==> config.mk <==
export PLATFORM = sky130hd
export DESIGN_NAME = byte_packet_deframer_checksum_top_flat
export DESIGN_NICKNAME = d
export VERILOG_FILES = /design/src/sv/bpd_pkg.sv /design/src/sv/bpd_rx_if.sv /design/src/sv/bpd_res_if.sv /design/src/sv/bpd_framer.sv /design/src/sv/bpd_out_stage.sv /design/src/sv/byte_packet_deframer_checksum_top.sv /design/src/flat_wrapper.sv
export SDC_FILE = /design/constraint.sdc
export NUM_CORES = 1
export LEC_CHECK = 0
export BUFFER_PORTS_ARGS = -buffer_cell sky130_fd_sc_hd__buf_2
export CORE_MARGIN = 1.5
export CORE_UTILIZATION = 54
export CTS_CLUSTER_SIZE = 28
export DETAILED_ROUTE_END_ITERATION = 8
export PLACE_DENSITY = 0.85
export SKIP_LAST_GASP = 1
export SLEW_MARGIN = 5
export SYNTH_ARGS = -nofsm -noshare
export SYNTH_HDL_FRONTEND = slang
export SYNTH_HIERARCHICAL = 1
export SYNTH_SLANG_ARGS = --single-unit
==> constraint.sdc <==
create_clock -name clk_i -period 2.6 [get_ports clk_i]
set_input_delay 0.26 -clock clk_i [delete_from_list [all_inputs] [get_ports clk_i]]
set_output_delay 0.26 -clock clk_i [all_outputs]
set_load 0.05 [all_outputs]
==> src/sv/bpd_pkg.sv <==
// shared types and constants of the byte packet deframer
package bpd_pkg;

  // frame length in bytes, header and checksum included (6 to 10)
  localparam int unsigned PacketLen = 6;
  localparam int unsigned CntW      = $clog2(PacketLen);

  localparam logic [7:0] HeaderFirst  = 8'hAA;
  localparam logic [7:0] HeaderSecond = 8'h55;

  // frame positions of the direction bytes
  localparam int unsigned ZoomPos  = 3;
  localparam int unsigned FocusPos = 4;

  localparam logic [15:0] StepAngleReset = 16'd1;

  typedef logic [7:0]      byte_t;
  typedef logic [15:0]     angle_t;
  typedef logic [CntW-1:0] cnt_t;

  // frame found by the deframer
  typedef struct packed {
    logic  valid;
    byte_t zoom_direction;
    byte_t focus_direction;
  } frame_t;

  // deframer status
  typedef struct packed {
    cnt_t  byte_count;
    byte_t running_sum;
  } status_t;

endpackage

==> src/sv/bpd_rx_if.sv <==
// request channel of received bytes
interface bpd_rx_if;
  import bpd_pkg::*;

  logic  valid;
  logic  ready;
  byte_t rx_byte;

  modport source (output valid, output rx_byte, input ready);
  modport sink (input valid, input rx_byte, output ready);
endinterface

==> src/sv/bpd_res_if.sv <==
// request channel of decoded move commands
interface bpd_res_if;
  import bpd_pkg::*;

  logic   valid;
  logic   ready;
  byte_t  zoom_direction;
  byte_t  focus_direction;
  angle_t move_angle;

  modport source (output valid, output zoom_direction, output focus_direction,
                  output move_angle, input ready);
  modport sink (input valid, input zoom_direction, input focus_direction,
                input move_angle, output ready);
endinterface

==> src/sv/bpd_framer.sv <==
// frame hunt: byte position, running checksum and direction holding registers
module bpd_framer (
  input  logic             clk_i,
  input  logic             rst_ni,
  input  logic             accept_i,
  input  bpd_pkg::byte_t   rx_byte_i,
  output bpd_pkg::frame_t  frame_o,
  output bpd_pkg::status_t status_o
);
  import bpd_pkg::*;

  cnt_t  count_q, count_d;
  byte_t sum_q, sum_d;
  byte_t zoom_q, zoom_d;
  byte_t focus_q, focus_d;
  logic  hit;

  always_comb begin
    count_d = count_q;
    sum_d   = sum_q;
    zoom_d  = zoom_q;
    focus_d = focus_q;
    hit     = 1'b0;
    if (accept_i) begin
      if (count_q == '0) begin
        // wrong first header byte is simply skipped
        if (rx_byte_i == HeaderFirst) begin
          count_d = cnt_t'(1);
          sum_d   = rx_byte_i;
        end
      end else if (count_q == cnt_t'(1)) begin
        if (rx_byte_i != HeaderSecond) begin
          count_d = '0;
          sum_d   = '0;
        end else begin
          count_d = cnt_t'(2);
          sum_d   = sum_q + rx_byte_i;
        end
      end else if (count_q >= cnt_t'(PacketLen - 1)) begin
        // checksum byte ends the frame either way
        count_d = '0;
        sum_d   = '0;
        hit     = (sum_q == rx_byte_i);
      end else begin
        if (count_q == cnt_t'(ZoomPos)) begin
          zoom_d = rx_byte_i;
        end
        if (count_q == cnt_t'(FocusPos)) begin
          focus_d = rx_byte_i;
        end
        sum_d   = sum_q + rx_byte_i;
        count_d = count_q + cnt_t'(1);
      end
    end
  end

  always_ff @(posedge clk_i or negedge rst_ni) begin
    if (!rst_ni) begin
      count_q <= '0;
      sum_q   <= '0;
    end else begin
      count_q <= count_d;
      sum_q   <= sum_d;
    end
  end

  always_ff @(posedge clk_i) begin
    zoom_q  <= zoom_d;
    focus_q <= focus_d;
  end

  assign frame_o.valid           = hit;
  assign frame_o.zoom_direction  = zoom_q;
  assign frame_o.focus_direction = focus_q;
  assign status_o.byte_count     = count_q;
  assign status_o.running_sum    = sum_q;
endmodule

==> src/sv/bpd_out_stage.sv <==
// result register toward the command sink
module bpd_out_stage (
  input  logic            clk_i,
  input  logic            rst_ni,
  input  bpd_pkg::frame_t frame_i,
  input  bpd_pkg::angle_t step_angle_i,
  output logic            free_o,
  bpd_res_if.source       res
);
  import bpd_pkg::*;

  logic   valid_q, valid_d;
  byte_t  zoom_q;
  byte_t  focus_q;
  angle_t angle_q;

  // room for a new result when empty or when the held one leaves now
  assign free_o = !valid_q || res.ready;

  always_comb begin
    valid_d = valid_q;
    if (frame_i.valid) begin
      valid_d = 1'b1;
    end else if (res.ready) begin
      valid_d = 1'b0;
    end
  end

  always_ff @(posedge clk_i or negedge rst_ni) begin
    if (!rst_ni) begin
      valid_q <= 1'b0;
    end else begin
      valid_q <= valid_d;
    end
  end

  always_ff @(posedge clk_i) begin
    if (frame_i.valid) begin
      zoom_q  <= frame_i.zoom_direction;
      focus_q <= frame_i.focus_direction;
      angle_q <= step_angle_i;
    end
  end

  assign res.valid           = valid_q;
  assign res.zoom_direction  = zoom_q;
  assign res.focus_direction = focus_q;
  assign res.move_angle      = angle_q;
endmodule

==> src/sv/byte_packet_deframer_checksum_top.sv <==
// top level of the byte packet deframer with additive checksum
// takes one received serial byte per request and hunts for a frame of
// PacketLen bytes: 0xAA, 0x55, payload, and a last byte that must equal the
// 8-bit wrapping sum of all earlier frame bytes. bytes 3 and 4 are the zoom
// and focus direction. a good frame yields one command request carrying both
// directions and the step angle register; a wrong header byte or a bad
// checksum drops the frame with no output and the hunt starts over with the
// next byte (a rejected second header byte is not retried as a first one).
// one byte is taken every cycle: the per-byte work is a position counter, an
// 8-bit add and a compare ahead of a single result register. the result
// shows up the cycle after the checksum byte is taken, and input stalls only
// while that register holds a command the sink has not taken.
module byte_packet_deframer_checksum_top (
  input  logic            clk_i,
  input  logic            rst_ni,
  input  logic            step_angle_we_i,
  input  bpd_pkg::angle_t step_angle_i,
  bpd_rx_if.sink          rx_i,
  bpd_res_if.source       res_o
);
  import bpd_pkg::*;

  angle_t  step_angle_q;
  logic    free;
  logic    accept;
  frame_t  frame;
  status_t status;

  // step angle register; the user must write it only while the block is idle, the block does not enforce this
  always_ff @(posedge clk_i or negedge rst_ni) begin
    if (!rst_ni) begin
      step_angle_q <= StepAngleReset;
    end else if (step_angle_we_i) begin
      step_angle_q <= step_angle_i;
    end
  end

  // every byte may yield a command, so take one only with room downstream
  assign rx_i.ready = free;
  assign accept     = rx_i.valid && free;

  bpd_framer u_framer (
    .clk_i     (clk_i),
    .rst_ni    (rst_ni),
    .accept_i  (accept),
    .rx_byte_i (rx_i.rx_byte),
    .frame_o   (frame),
    .status_o  (status)
  );

  bpd_out_stage u_out (
    .clk_i        (clk_i),
    .rst_ni       (rst_ni),
    .frame_i      (frame),
    .step_angle_i (step_angle_q),
    .free_o       (free),
    .res          (res_o)
  );

  // position never runs past the checksum byte
  a_count_range: assert property (@(posedge clk_i) disable iff (!rst_ni)
    status.byte_count <= cnt_t'(PacketLen - 1))
    else $error("byte count beyond frame length");

  // a new command only follows a taken byte
  a_result_cause: assert property (@(posedge clk_i) disable iff (!rst_ni)
    $rose(res_o.valid) |-> $past(rx_i.valid && rx_i.ready))
    else $error("command without a taken byte");

  // a good frame always restarts the hunt
  a_restart: assert property (@(posedge clk_i) disable iff (!rst_ni)
    frame.valid |=> (status.byte_count == '0 && status.running_sum == '0))
    else $error("hunt not restarted after frame");

  // a stalled command blocks input
  a_stall: assert property (@(posedge clk_i) disable iff (!rst_ni)
    (res_o.valid && !res_o.ready) |-> !rx_i.ready)
    else $error("byte taken while command stalled");
endmodule
==> src/flat_wrapper.sv <==
// flat-port wrapper written by rule: the top's interface ports become plain ports
module byte_packet_deframer_checksum_top_flat import bpd_pkg::*;
  (clk_i, rst_ni, step_angle_we_i, step_angle_i, rx_i_valid, rx_i_rx_byte, rx_i_ready, res_o_valid, res_o_zoom_direction, res_o_focus_direction, res_o_move_angle, res_o_ready);
  bpd_rx_if rx_i_i ();
  bpd_res_if res_o_i ();
  input  logic clk_i;
  input  logic rst_ni;
  input  logic step_angle_we_i;
  input  bpd_pkg::angle_t step_angle_i;
  input wire logic [$bits(rx_i_i.valid)-1:0] rx_i_valid;
  input wire logic [$bits(rx_i_i.rx_byte)-1:0] rx_i_rx_byte;
  output wire logic [$bits(rx_i_i.ready)-1:0] rx_i_ready;
  output wire logic [$bits(res_o_i.valid)-1:0] res_o_valid;
  output wire logic [$bits(res_o_i.zoom_direction)-1:0] res_o_zoom_direction;
  output wire logic [$bits(res_o_i.focus_direction)-1:0] res_o_focus_direction;
  output wire logic [$bits(res_o_i.move_angle)-1:0] res_o_move_angle;
  input wire logic [$bits(res_o_i.ready)-1:0] res_o_ready;
  assign rx_i_i.valid = rx_i_valid;
  assign rx_i_i.rx_byte = rx_i_rx_byte;
  assign rx_i_ready = rx_i_i.ready;
  assign res_o_valid = res_o_i.valid;
  assign res_o_zoom_direction = res_o_i.zoom_direction;
  assign res_o_focus_direction = res_o_i.focus_direction;
  assign res_o_move_angle = res_o_i.move_angle;
  assign res_o_i.ready = res_o_ready;
  byte_packet_deframer_checksum_top u_core (.clk_i(clk_i), .rst_ni(rst_ni), .step_angle_we_i(step_angle_we_i), .step_angle_i(step_angle_i), .rx_i(rx_i_i), .res_o(res_o_i));
endmodule
-- Word-level counts from Yosys, hierarchy flattened
Index checks and enable logic that the tools add are counted.
- muxes and demuxes: 16
- equality and inequality tests: 7
- divide/modulo/power cells: 0
- reductions and logical operators: 8
- $add $sub $neg: 2
- magnitude comparators: 1
- bitwise logic cells: 3
- $mul: 0
- shifts and indexed selects: 0
- operators by type and width (cell ; count):
    8-bit 2-to-1 mux ; 5
    3-bit 2-to-1 mux ; 4
    5-bit AND reduction ; 2
    8-bit adder ; 1
    8-bit == test ; 1
    8-bit == test (second input constant) ; 1
    8-bit by 7-bit inequality test with 1-bit output (second input constant) ; 1
    1-bit 2-to-1 mux ; 6
    3-bit by 1-bit adder with 3-bit output (second input constant) ; 1
    3-bit by 1-bit == test with 1-bit output (second input constant) ; 1
    3-bit by 2-bit == test with 1-bit output (second input constant) ; 1
    3-bit == test (second input constant) ; 1
    3-bit >= comparator (second input constant) ; 1
    3-bit zero test ; 1
    1-bit NOT ; 3
    2-bit 2-to-1 mux ; 1
    2-bit by 1-bit inequality test with 1-bit output (second input constant) ; 1
    2-bit AND reduction ; 1
    2-bit nonzero test ; 1
    1-bit logical AND ; 1
    1-bit zero test ; 1
    1-bit logical OR ; 1
- logic and storage cells: 46
- ROM bits: 0
- latch bits: 0
- output and inout bits: 34
- memories: 0
- bits of input ports: 29
- RAM bits: 0
- register bits: 76

-- Depth between registers and ports, before layout
Gate-level depths: netlist of run 1.
- word-level depth: 6
- gate-level depth with buffers: 8
- mapped depth without buffers: 7

-- By module
Netlist of run 1, hierarchy kept.
- modules (own cells, without submodules) (module ; instances ; cells each ; sequential area each (sq um) ; area each (sq um)):
    bpd_framer ; 1 ; 124 ; 755.7 ; 1445.1
    bpd_out_stage ; 1 ; 35 ; 985.9 ; 1008.5
    byte_packet_deframer_checksum_top ; 1 ; 35 ; 401.6 ; 656.9

-- Least setup slack after synthesis of run 1
No wires, ideal clock.
- kind: flip-flop to flip-flop
- start: reg u_core.u_out.valid_q, in the netlist u_core/u_out/res.valid
- end: reg u_core.u_framer.focus_q[0], enable pin
- setup slack: 0.427 ns
- data required time: 2.217 ns
- buffers on the path: 0
- period minus slack after synthesis: 2.173 ns
- setup time: 0.383 ns
- data arrival time: 1.789 ns
- cell stages (with the launch flop): 5
- cell sequence: dfrtp_1 > nand2b_4 > and2_1 > nand3_1 > nor3_1
- word-level cells in the longest chain between the ends: 4
- RTL lines (element ; RTL line ; source):
    start, declared ; bpd_out_stage.sv:12 ; logic valid_q, valid_d;
    start signal, assigned ; bpd_out_stage.sv:33 ; valid_q <= valid_d;
    1-bit zero test ; bpd_out_stage.sv:18 ; assign free_o = !valid_q || res.ready;
    1-bit logical OR ; bpd_out_stage.sv:18 ;
    net rx_i_ready ; flat_wrapper.sv:12 ; output wire logic [$bits(rx_i_i.ready)-1:0] rx_i_ready;
    1-bit logical AND ; byte_packet_deframer_checksum_top.sv:40 ; assign accept = rx_i.valid && free;
    net u_core.accept ; byte_packet_deframer_checksum_top.sv:25 ; logic accept;
    5-bit AND reduction (no source line) ; -- ;
    end signal, assigned ; bpd_framer.sv:69 ; focus_q <= focus_d;
    end, declared ; bpd_framer.sv:15 ; byte_t focus_q, focus_d;
The timed path passes the listed nets, and every way through them passes these cells.
A chain may end at the register's enable or synchronous reset.

-- Final worst setup path of run 1
- start: reg u_core.u_framer.sum_q[0]
- end: reg u_core.u_framer.sum_q[6]
- word-level cells in the longest chain between the ends: 4
- elaborated cells on any way between the ends: 5
- classes of those cells: 1 x add/sub; 4 x mux
- RTL lines (element ; RTL line ; source):
    start, declared ; bpd_framer.sv:13 ; byte_t sum_q, sum_d;
    start signal, assigned ; bpd_framer.sv:63 ; sum_q <= sum_d;
    8-bit adder (*) ; bpd_framer.sv:37, bpd_framer.sv:51 ;
    8-bit 2-to-1 mux (on tied branches) ; bpd_framer.sv:39, bpd_framer.sv:32 ;
    8-bit 2-to-1 mux (*) ; bpd_framer.sv:31 ; end else if (count_q == cnt_t'(1)) begin
    8-bit 2-to-1 mux (*) ; bpd_framer.sv:25 ; if (count_q == '0) begin
Mark *: on every way between the ends. The rest lies on a longest branch, timed or not.

==> reports/qor.yml, run 1 <==
synthCells: 194
synth_edf_count: 48
gp_congestion: 0.8948
slew_headroom: 0.5470
synth-xor-area-share: 0.01126
pin_count: 63
hp-class: "input port to register"
start_util: 0.5614
grt.total_usage: 0.1931
synth-compound-area-share: 0.07562
postCtsHoldBufs: 1
synth-seq-cells: 76
maxCapViolations: 0
first_pass_iters: 4
grt_pass1_wl_mm: 8.645
wl_met3_microns: 335
clock-sinks: 76
finalCritPeriodShare: 0.8364
place_hpwl_mm: 4.144
finalMaxSlewViolations: 0
cts_root_buf: "clkbuf_8"
synth_cell_types: 44
via_count: 1837
worstPathRequired_ns: 2.85
period_minus_slack_ns: 2.175
grt_max_degree: 29
drive_gt1_frac: 0.3860
synthMuxAreaShare: 0.07361
worst-path-max-fanout: 3
nets: 308
synth_flop_cell: "edfxtp_1"
crit_type: "register to register"
synth_top_family_by_area: "simple AND/OR/NAND/NOR gates"
antenna_left: 0
synth_fa_ha_area_frac: 0.05068
outcome: "finished clean"
dieArea_sq_mm: 0.006224
numCtsBuffers: 9
die_w_microns: 78.90
setup_viol: 0
max_slew.worst_pin.slew_ns: 0.6749
grt_setup_unrepaired: "no"
arrival_ns: 2.42
rows: 27
route.detailed.drc: 0
clk_path_buf_depth: 2
synth.avg_cell_area_sq_um: 16.03
fp.dieH_microns: 78.90
crit_path_end_kind: "register"
cts_tree: "done"
fin_worst_skew_ns: 0.01008
clk_pin_slew_ns: 0.08
synth_area_sq_mm: 0.003110
holdWs_ns: 0.1423
synthSimpleGateAreaFrac: 0.08126
final_cell_mix: "62 x buf_2, 48 x edfxtp_1, 27 x dfrtp_1"
synth_warnings: 6
cts_resized: 0
hold_viol: 0
final_common_cell: "buf_2"
critPathLaunchType: "register"
routed.top_layer: "met4"
areaGrowthSynthToFinish_pct: 19.19
max_freq_mhz: 459.9
wl_per_cell_microns: 16.52
antenna_found_initial: 0
met2WireLength_mm: 2.907
async_flop_share: 0.3684
viasPerCell: 5.340
syn-num-nets: 235
fin_tns_setup_ns: 0
slowest_delay_ns: 0.44
grt_overflow: 0
htreeDepth: 3
power_density_mw_per_mm2: 862.0
ir_drop_mv: 0.5515
crit_chain: "ha_1 > fa_1 > a211oi_1 > o21bai_1 > a21oi_1 > xor2_1 > o31ai_1"
power_leakage_uw: 0.001565
slowest_stage: "fa_1"
wl_met1_mm: 2.295
core-area_sq_mm: 0.005540
port_buffers: 62
clk_latency_ns: 0.34
cts_setup_buffers: 0
drt-total-wl_mm: 5.684
dr.first_iter.drc_count: 87
seq_area_frac_synth: 0.6891
grt_pass1_vias: 1782
antennaDiodeCount: 0
## synth_stat cells (2+ instances only)
library cell,n,area share
edfxtp_1,48,0.46
dfrtp_1,27,0.22
ha_1,11,0.044
mux2_4,10,0.048
nand2_1,10,0.012
nor2_1,9,0.011
a21oi_1,8,0.013
mux2_2,7,0.025
o21ai_0,7,0.011
a211oi_1,4,0.0097
inv_1,4,0.0048
nand3_1,4,0.0064
a21o_1,3,0.0072
nand2b_1,3,0.0060
xor2_1,3,0.0084
and2_1,2,0.0040
nand4bb_1,2,0.0072
nor3_1,2,0.0032
nor4_1,2,0.0040
o21ai_1,2,0.0032
o21bai_1,2,0.0048
o31ai_1,2,0.0048
## sequential cells by signal, summed over array words and instances (netlist names)
signal and cells:
u_core/u_framer/focus_q 8, u_core/u_out/res.zoom_direction 8, u_core/u_framer/sum_q 8, u_core/u_framer/zoom_q 8, u_core/u_out/res.valid 1, u_core/u_out/res.move_angle 16
u_core/step_angle_q 16, u_core/u_framer/count_q 3, u_core/u_out/res.focus_direction 8
## report_power, final
part	internal [uW]	switching, uW	total (uW)
registers	1410	92.6	1500
logic	333	460	793
clock network	494	404	898
total	2240	956	3200
## worst max-delay path: cells and delay by family, from the launching register on
| family | cells | cell delay, ns |
|---|---|---|
| adder cells (fa/ha/maj) | 2 | 0.69 |
| flip-flops | 1 | 0.40 |
| XOR/XNOR | 1 | 0.09 |
| AO/OA/AOI/OAI | 4 | 0.91 |
## cell families after synthesis
logic type	after synthesis
simple gates	42
buf+inv	8
mux	17
flops	76
compound gates	35
fa+ha+maj	12
xor+xnor	4
## metal layers
metal / vias to the layer above / GRT usage
li1: 880 / -
met1: 866 / 0.2271
met2: 74 / 0.3241
met3: 17 / 0.05632
met4: 0 / 0.09649
met5: - / 0
## metrics by stage
step	setup slack [ns]	utilization	power, uW	std cells	area (sq um)
after floorplan	0.4272	-	2091	194	3110
after global placement	0.5315	0.6305	2259	327	3493
after detailed placement	0.4435	0.6305	2301	327	3493
after CTS	0.4198	0.6692	3196	344	3707
after global routing	0.2641	0.6692	3361	344	3707
final	0.4254	0.6692	3196	344	3707
## path summary, 6_finish.rpt
path	end	cells after the start	start	slack, ns
setup / recovery	u_core/u_framer/sum_q[6]	7	u_core/u_framer/sum_q[0]	0.43
hold / removal	u_core/step_angle_q[10]	2	step_angle_i[10]	0.14
setup reg to reg	u_core/u_framer/sum_q[6]	7	u_core/u_framer/sum_q[0]	0.43
hold reg to reg	u_core/u_out/res.focus_direction[7]	0	u_core/u_framer/focus_q[7]	0.42
max in group asynchronous	u_core/step_angle_q[11]	2	rst_ni	1.68
min in group asynchronous	u_core/u_out/res.valid	2	rst_ni	0.49
## final cells by class
class,instances,area [sq um]
Inverter,4,15.01
Sequential cell,76,2143
Multi-Input combinational cell,110,912.1
Clock buffer,12,155.1
Fill cell,378,1833
Timing Repair Buffer,66,342.8
Clock inverter,4,48.80
Tap cell,72,90.09
Power figures use the tool's default switching activity.
==> inputs of run 2 (changes only) <==
--- a/config.mk
+++ b/config.mk
@@ -7,10 +7,10 @@
 export LEC_CHECK = 0
 export BUFFER_PORTS_ARGS = -buffer_cell sky130_fd_sc_hd__buf_2
 export CORE_MARGIN = 1.5
-export CORE_UTILIZATION = 54
+export CORE_UTILIZATION = 49
 export CTS_CLUSTER_SIZE = 28
 export DETAILED_ROUTE_END_ITERATION = 8
-export PLACE_DENSITY = 0.85
+export PLACE_DENSITY = 0.81
 export SKIP_LAST_GASP = 1
 export SLEW_MARGIN = 5
 export SYNTH_ARGS = -nofsm -noshare
==> constraint.sdc (replaced) <==
create_clock -name clk_i -period 2 [get_ports clk_i]
set_input_delay 0.2 -clock clk_i [delete_from_list [all_inputs] [get_ports clk_i]]
set_output_delay 0.2 -clock clk_i [all_outputs]
set_load 0.05 [all_outputs]
==> reports/qor.yml, run 2 (same netlist as run 1, synthesis figures left out) <==
arrival_ns: 1.94  # -0.48 ns
worst-path-max-fanout: 17  # +14
hold_viol: 0  # unchanged
crit_path_end_kind: "register"
antennaDiodeCount: 0  # unchanged
power_leakage_uw: 0.001620  # +3.5%
first_pass_iters: 5  # +1
grt_overflow: 0  # unchanged
post-place-ws_ns: -0.008035  # -0.4515 ns
die_w_microns: 82.68  # +4.8%
power_uw: 4450  # +39%
crit_type: "register to register"
clk_path_buf_depth: 2  # unchanged
max_slew.worst_pin.slew_ns: 0.6552  # -0.01972 ns
grt.total_usage: 0.1777  # -0.01532
power_density_mw_per_mm2: 1152  # +34%
clock-sinks: 76  # unchanged
finalCritPeriodShare: 0.9551  # +0.1187
route.detailed.drc: 0  # unchanged
layout.cells.non_filler: 357  # +3.8%
critPathLaunchType: "register"
cts_root_buf: "clkbuf_8"
port_buffers: 62  # unchanged
clk_pin_slew_ns: 0.08  # about the same
crit_chain: "ha_1 > nor4_1 > nand4_1 > nor2_2 > buf_4"
gp_congestion: 0.8828  # -1.3%
rows: 28  # +3.7%
grt_pass1_vias: 1878  # +5.4%
wl_per_cell_microns: 16.05  # -2.8%
worstPathRequired_ns: 2.03  # -0.82 ns
fillers: 445  # +18%
fp.dieH_microns: 82.68  # +4.8%
pin_count: 63  # unchanged
clk_latency_ns: 0.34  # about the same
via_count: 1912  # +4.1%
grt_pass1_wl_mm: 8.707  # +0.72%
dieArea_sq_mm: 0.006835  # +9.8%
numCtsBuffers: 9  # unchanged
htreeDepth: 3  # unchanged
final_cell_mix: "62 x buf_2, 48 x edfxtp_1, 25 x dfrtp_1"
max_freq_mhz: 523.5  # +14%
setup_viol: 0  # unchanged
antenna_found_initial: 0  # unchanged
maxCapViolations: 0  # unchanged
finalMaxSlewViolations: 0  # unchanged
dr.first_iter.drc_count: 87  # unchanged
cts_tree: "done"
critPathBufInv: 1  # +1
dpl_cell_area_sq_mm: 0.003580  # +2.5%
viasPerCell: 5.356  # +0.29%
holdWs_ns: 0.08376  # -0.05858 ns
place_inst: 340  # +4.0%
slowest_stage: "dfrtp_1"
drt-total-wl_mm: 5.731  # +0.83%
outcome: "finished clean"
grt_setup_unrepaired: "yes"
slew_headroom: 0.5632  # +0.01617
drive_gt1_frac: 0.4468  # +0.06078
slowest_delay_ns: 0.39  # -0.05 ns
grt_max_degree: 29  # unchanged
ir_drop_mv: 0.5558  # +0.79%
hp-class: "input port to register"
start_util: 0.5162  # -0.04523
fin_area_sq_mm: 0.003862  # +4.2%
nets: 318  # +3.2%
antenna_left: 0  # unchanged
path_delay_family: "simple AND/OR/NAND/NOR gates"
final_common_cell: "buf_2"
period_minus_slack_ns: 1.910  # -0.2644 ns
fin_worst_skew_ns: 0.01031  # +0.0002244 ns
place_hpwl_mm: 4.080  # -1.5%
core-area_sq_mm: 0.006026  # +8.8%
fin_ws_ns: 0.08974  # -0.3356 ns
areaGrowthSynthToFinish_pct: 24.18
[run 2: final timing paths]
path / start / to / slack (ns) / cells after the start
setup / recovery: u_core/u_framer/sum_q[4] / u_core/u_out/res.move_angle[7] / 0.09 / 5
hold / removal: step_angle_i[10] / u_core/step_angle_q[10] / 0.08 / 2
setup reg to reg: u_core/u_framer/sum_q[4] / u_core/u_out/res.move_angle[7] / 0.09 / 5
hold reg to reg: u_core/u_framer/focus_q[7] / u_core/u_out/res.focus_direction[7] / 0.42 / 0
max in group asynchronous: rst_ni / u_core/u_framer/sum_q[1] / 1.11 / 2
min in group asynchronous: rst_ni / u_core/u_framer/sum_q[4] / 0.42 / 2
[run 2: layout make-up]
cell class	count	area [sq um]	share of cell area
tap	75	93.84	0.02430
sequential	76	2146	0.5556
clock buffer	11	152.6	0.03952
timing repair buffer	76	417.9	0.1082
inverter	4	15.01	0.003887
multi-input combinational	110	955.9	0.2475
clock inverter	5	81.33	0.02106
[run 2: through the flow]
stage,TNS (ns),util
6_report,0,0.6410
5_1_grt,-0.003249,0.6410
4_1_cts,0,0.6354
3_3_place_gp,0,0.5941
3_5_place_dp,-0.008035,0.5941
2_1_floorplan,0,-
[run 2: timing repair]
action,in CTS,in global routing
pin swaps,0,3
endpoints found under the setup margin,1,35
setup buffers,0,0
hold endpoints to repair,27,0
gates resized for setup,1,7
hold buffers,1,0
[run 2: layer usage]
metal / vias up / part of all wire / GRT usage
li1: 904 / - / -
met4: 0 / 0.028 / 0.08833
met5: - / 0 / 0
met2: 55 / 0.50 / 0.2927
met1: 936 / 0.42 / 0.2142
met3: 17 / 0.052 / 0.04945
[run 2: report_power, final]
| group | switching, uW | total [uW] | internal, uW | leakage (uW) |
|---|---|---|---|---|
| Combinational | 635 | 1180 | 544 | 0.000738 |
| Sequential | 119 | 1960 | 1840 | 0.000767 |
| Clock | 534 | 1310 | 781 | 0.000115 |
| Total | 1290 | 4450 | 3160 | 0.00162 |
==> inputs of run 3 (changes only) <==
--- a/config.mk
+++ b/config.mk
@@ -6,6 +6,7 @@
 export NUM_CORES = 1
 export LEC_CHECK = 0
 export BUFFER_PORTS_ARGS = -buffer_cell sky130_fd_sc_hd__buf_2
+export CORE_ASPECT_RATIO = 0.5
 export CORE_MARGIN = 1.5
 export CORE_UTILIZATION = 49
 export CTS_CLUSTER_SIZE = 28
==> reports/qor.yml, run 3 (same netlist as run 1, synthesis figures left out) <==
wl_per_cell_microns: 16.32  # +1.7%
maxCapViolations: 0  # unchanged
route.detailed.drc: 0  # unchanged
clk_pin_slew_ns: 0.06  # -0.02 ns
port_buffers: 62  # unchanged
finish.utilization: 0.6465  # +0.005528
finalCritPeriodShare: 0.9924  # +0.03726
antenna_found_initial: 0  # unchanged
antennaDiodeCount: 0  # unchanged
worstPathRequired_ns: 2.04  # about the same
grt_setup_unrepaired: "yes"
dieArea_sq_mm: 0.006864  # +0.42%
cts_tree: "done"
final_cell_mix: "62 x buf_2, 48 x edfxtp_1, 26 x dfrtp_1"
slowest_delay_ns: 0.39  # about the same
viasPerCell: 5.210  # -2.7%
slowest_stage: "dfrtp_1"
grt.total_usage: 0.1921  # +0.01438
max_slew.worst_pin.slew_ns: 0.6443  # -0.01088 ns
worst-path-max-fanout: 16  # -1
final_common_cell: "buf_2"
fin_area_sq_mm: 0.003948  # +2.2%
pin_count: 63  # unchanged
hp-class: "input port to register"
ir_drop_mv: 0.5246  # -5.6%
start_util: 0.5094  # -0.006770
areaGrowthSynthToFinish_pct: 26.91
drt-total-wl_mm: 5.989  # +4.5%
grt_max_degree: 34  # +17%
antenna_left: 0  # unchanged
die_w_microns: 115.7  # +40%
finalMaxSlewViolations: 0  # unchanged
first_pass_iters: 4  # -1
grt_overflow: 0  # unchanged
dpl_cell_area_sq_mm: 0.003583  # +0.11%
crit_path_end_kind: "register"
clk_latency_ns: 0.33  # about the same
gp_congestion: 0.9064  # +2.7%
rows: 20  # -29%
critPathLaunchType: "register"
cts_root_buf: "clkbuf_16"
clk_path_buf_depth: 2  # unchanged
htreeDepth: 3  # unchanged
nets: 315  # -0.94%
max_freq_mhz: 503.8  # -3.8%
crit_chain: "ha_1 > nor4_2 > nand4_1 > nor2_4 > clkbuf_16"
slew_headroom: 0.5704  # +0.007253
arrival_ns: 2.02  # +0.08 ns
fp.dieH_microns: 59.34  # -28%
drive_gt1_frac: 0.4337  # -0.01312
place_hpwl_mm: 3.963  # -2.9%
cts_setup_buffers: 0  # unchanged
numCtsBuffers: 9  # unchanged
power_leakage_uw: 0.001631  # +0.67%
outcome: "finished clean"
grt_pass1_wl_mm: 9.473  # +8.8%
power_density_mw_per_mm2: 1183  # +2.7%
period_minus_slack_ns: 1.985  # +0.07452 ns
fin_worst_skew_ns: 0.005424  # -0.004883 ns
clock-sinks: 76  # unchanged
hold_viol: 0  # unchanged
grt_pass1_vias: 1923  # +2.4%
setup_viol: 0  # unchanged
core-area_sq_mm: 0.006106  # +1.3%
via_count: 1912  # unchanged
crit_type: "register to register"
dr.first_iter.drc_count: 124  # +43%
[run 3: cell count changes in the layout (fill, tap and decap cells not counted), sizes merged]
cell and change:
clkbuf +2, bufinv -2, buf -4, clkinv -1
clkinvlp +2
[run 3: repair_timing]
action / in CTS / in global routing
pin swaps: 0 / 4
endpoints found under the setup margin: 2 / 34
resized for setup: 2 / 6
gates cloned: 0 / 1
endpoints found under the hold margin: 27 / 0
hold buffers: 1 / 0
[run 3: metal layers]
metal  part of all wire  global-route usage
met1               0.40              0.2121
met2               0.51              0.3229
met3              0.062             0.07362
met4              0.025              0.1185
met5                  0                   0
[run 3: through the flow]
| stage | total power [uW] | worst slack, ns | hold slack (ns) | TNS [ns] | instances |
|---|---|---|---|---|---|
| 6_report | 4669 | 0.01522 | 0.1022 | 0 | 367 |
| 3_5_place_dp | 3068 | -0.02672 | 0.2647 | -0.04687 | 349 |
| 2_1_floorplan | 2723 | 0.08247 | -0.09559 | 0 | 194 |
| 5_1_grt | 4905 | -0.03192 | 0.08576 | -0.4684 | 367 |
| 4_1_cts | 4639 | -0.03420 | 0.08916 | -0.03420 | 366 |
| 3_3_place_gp | 3004 | 0.04182 | 0.2517 | 0 | 349 |
[run 3: worst paths after layout]
path / from / endpoint / slack, ns / cells past startpoint
min: step_angle_i[8] / u_core/step_angle_q[8] / 0.10 / 2
max: u_core/u_framer/sum_q[2] / u_core/u_out/res.move_angle[15] / 0.02 / 5
max reg2reg: u_core/u_framer/sum_q[2] / u_core/u_out/res.move_angle[15] / 0.02 / 5
max in group asynchronous: rst_ni / u_core/u_out/res.valid / 1.11 / 2
min reg2reg: u_core/u_framer/focus_q[1] / u_core/u_out/res.focus_direction[1] / 0.42 / 0
min in group asynchronous: rst_ni / u_core/u_framer/sum_q[4] / 0.42 / 2
[run 3: final cells by class]
cell class / count / area (sq um)
fill: 423 / 2158
sequential: 76 / 2145
multi-input combinational: 110 / 963.4
timing repair buffer: 73 / 425.4
clock buffer: 12 / 257.7
tap: 88 / 110.1
clock inverter: 4 / 31.28
inverter: 4 / 15.01
[run 3: power by group]
part           switching (uW)  internal [uW]
registers                 120           1840
clock network             603            920
logic                     656            531
[run 3: critical path, delay by kind of cell, from the launching register on]
| family | cells | cell delay (ns) |
|---|---|---|
| adder cells (fa/ha/maj) | 1 | 0.35 |
| AND/OR/NAND/NOR | 3 | 0.75 |
| flip-flops | 1 | 0.39 |
| buffers and inverters | 1 | 0.21 |
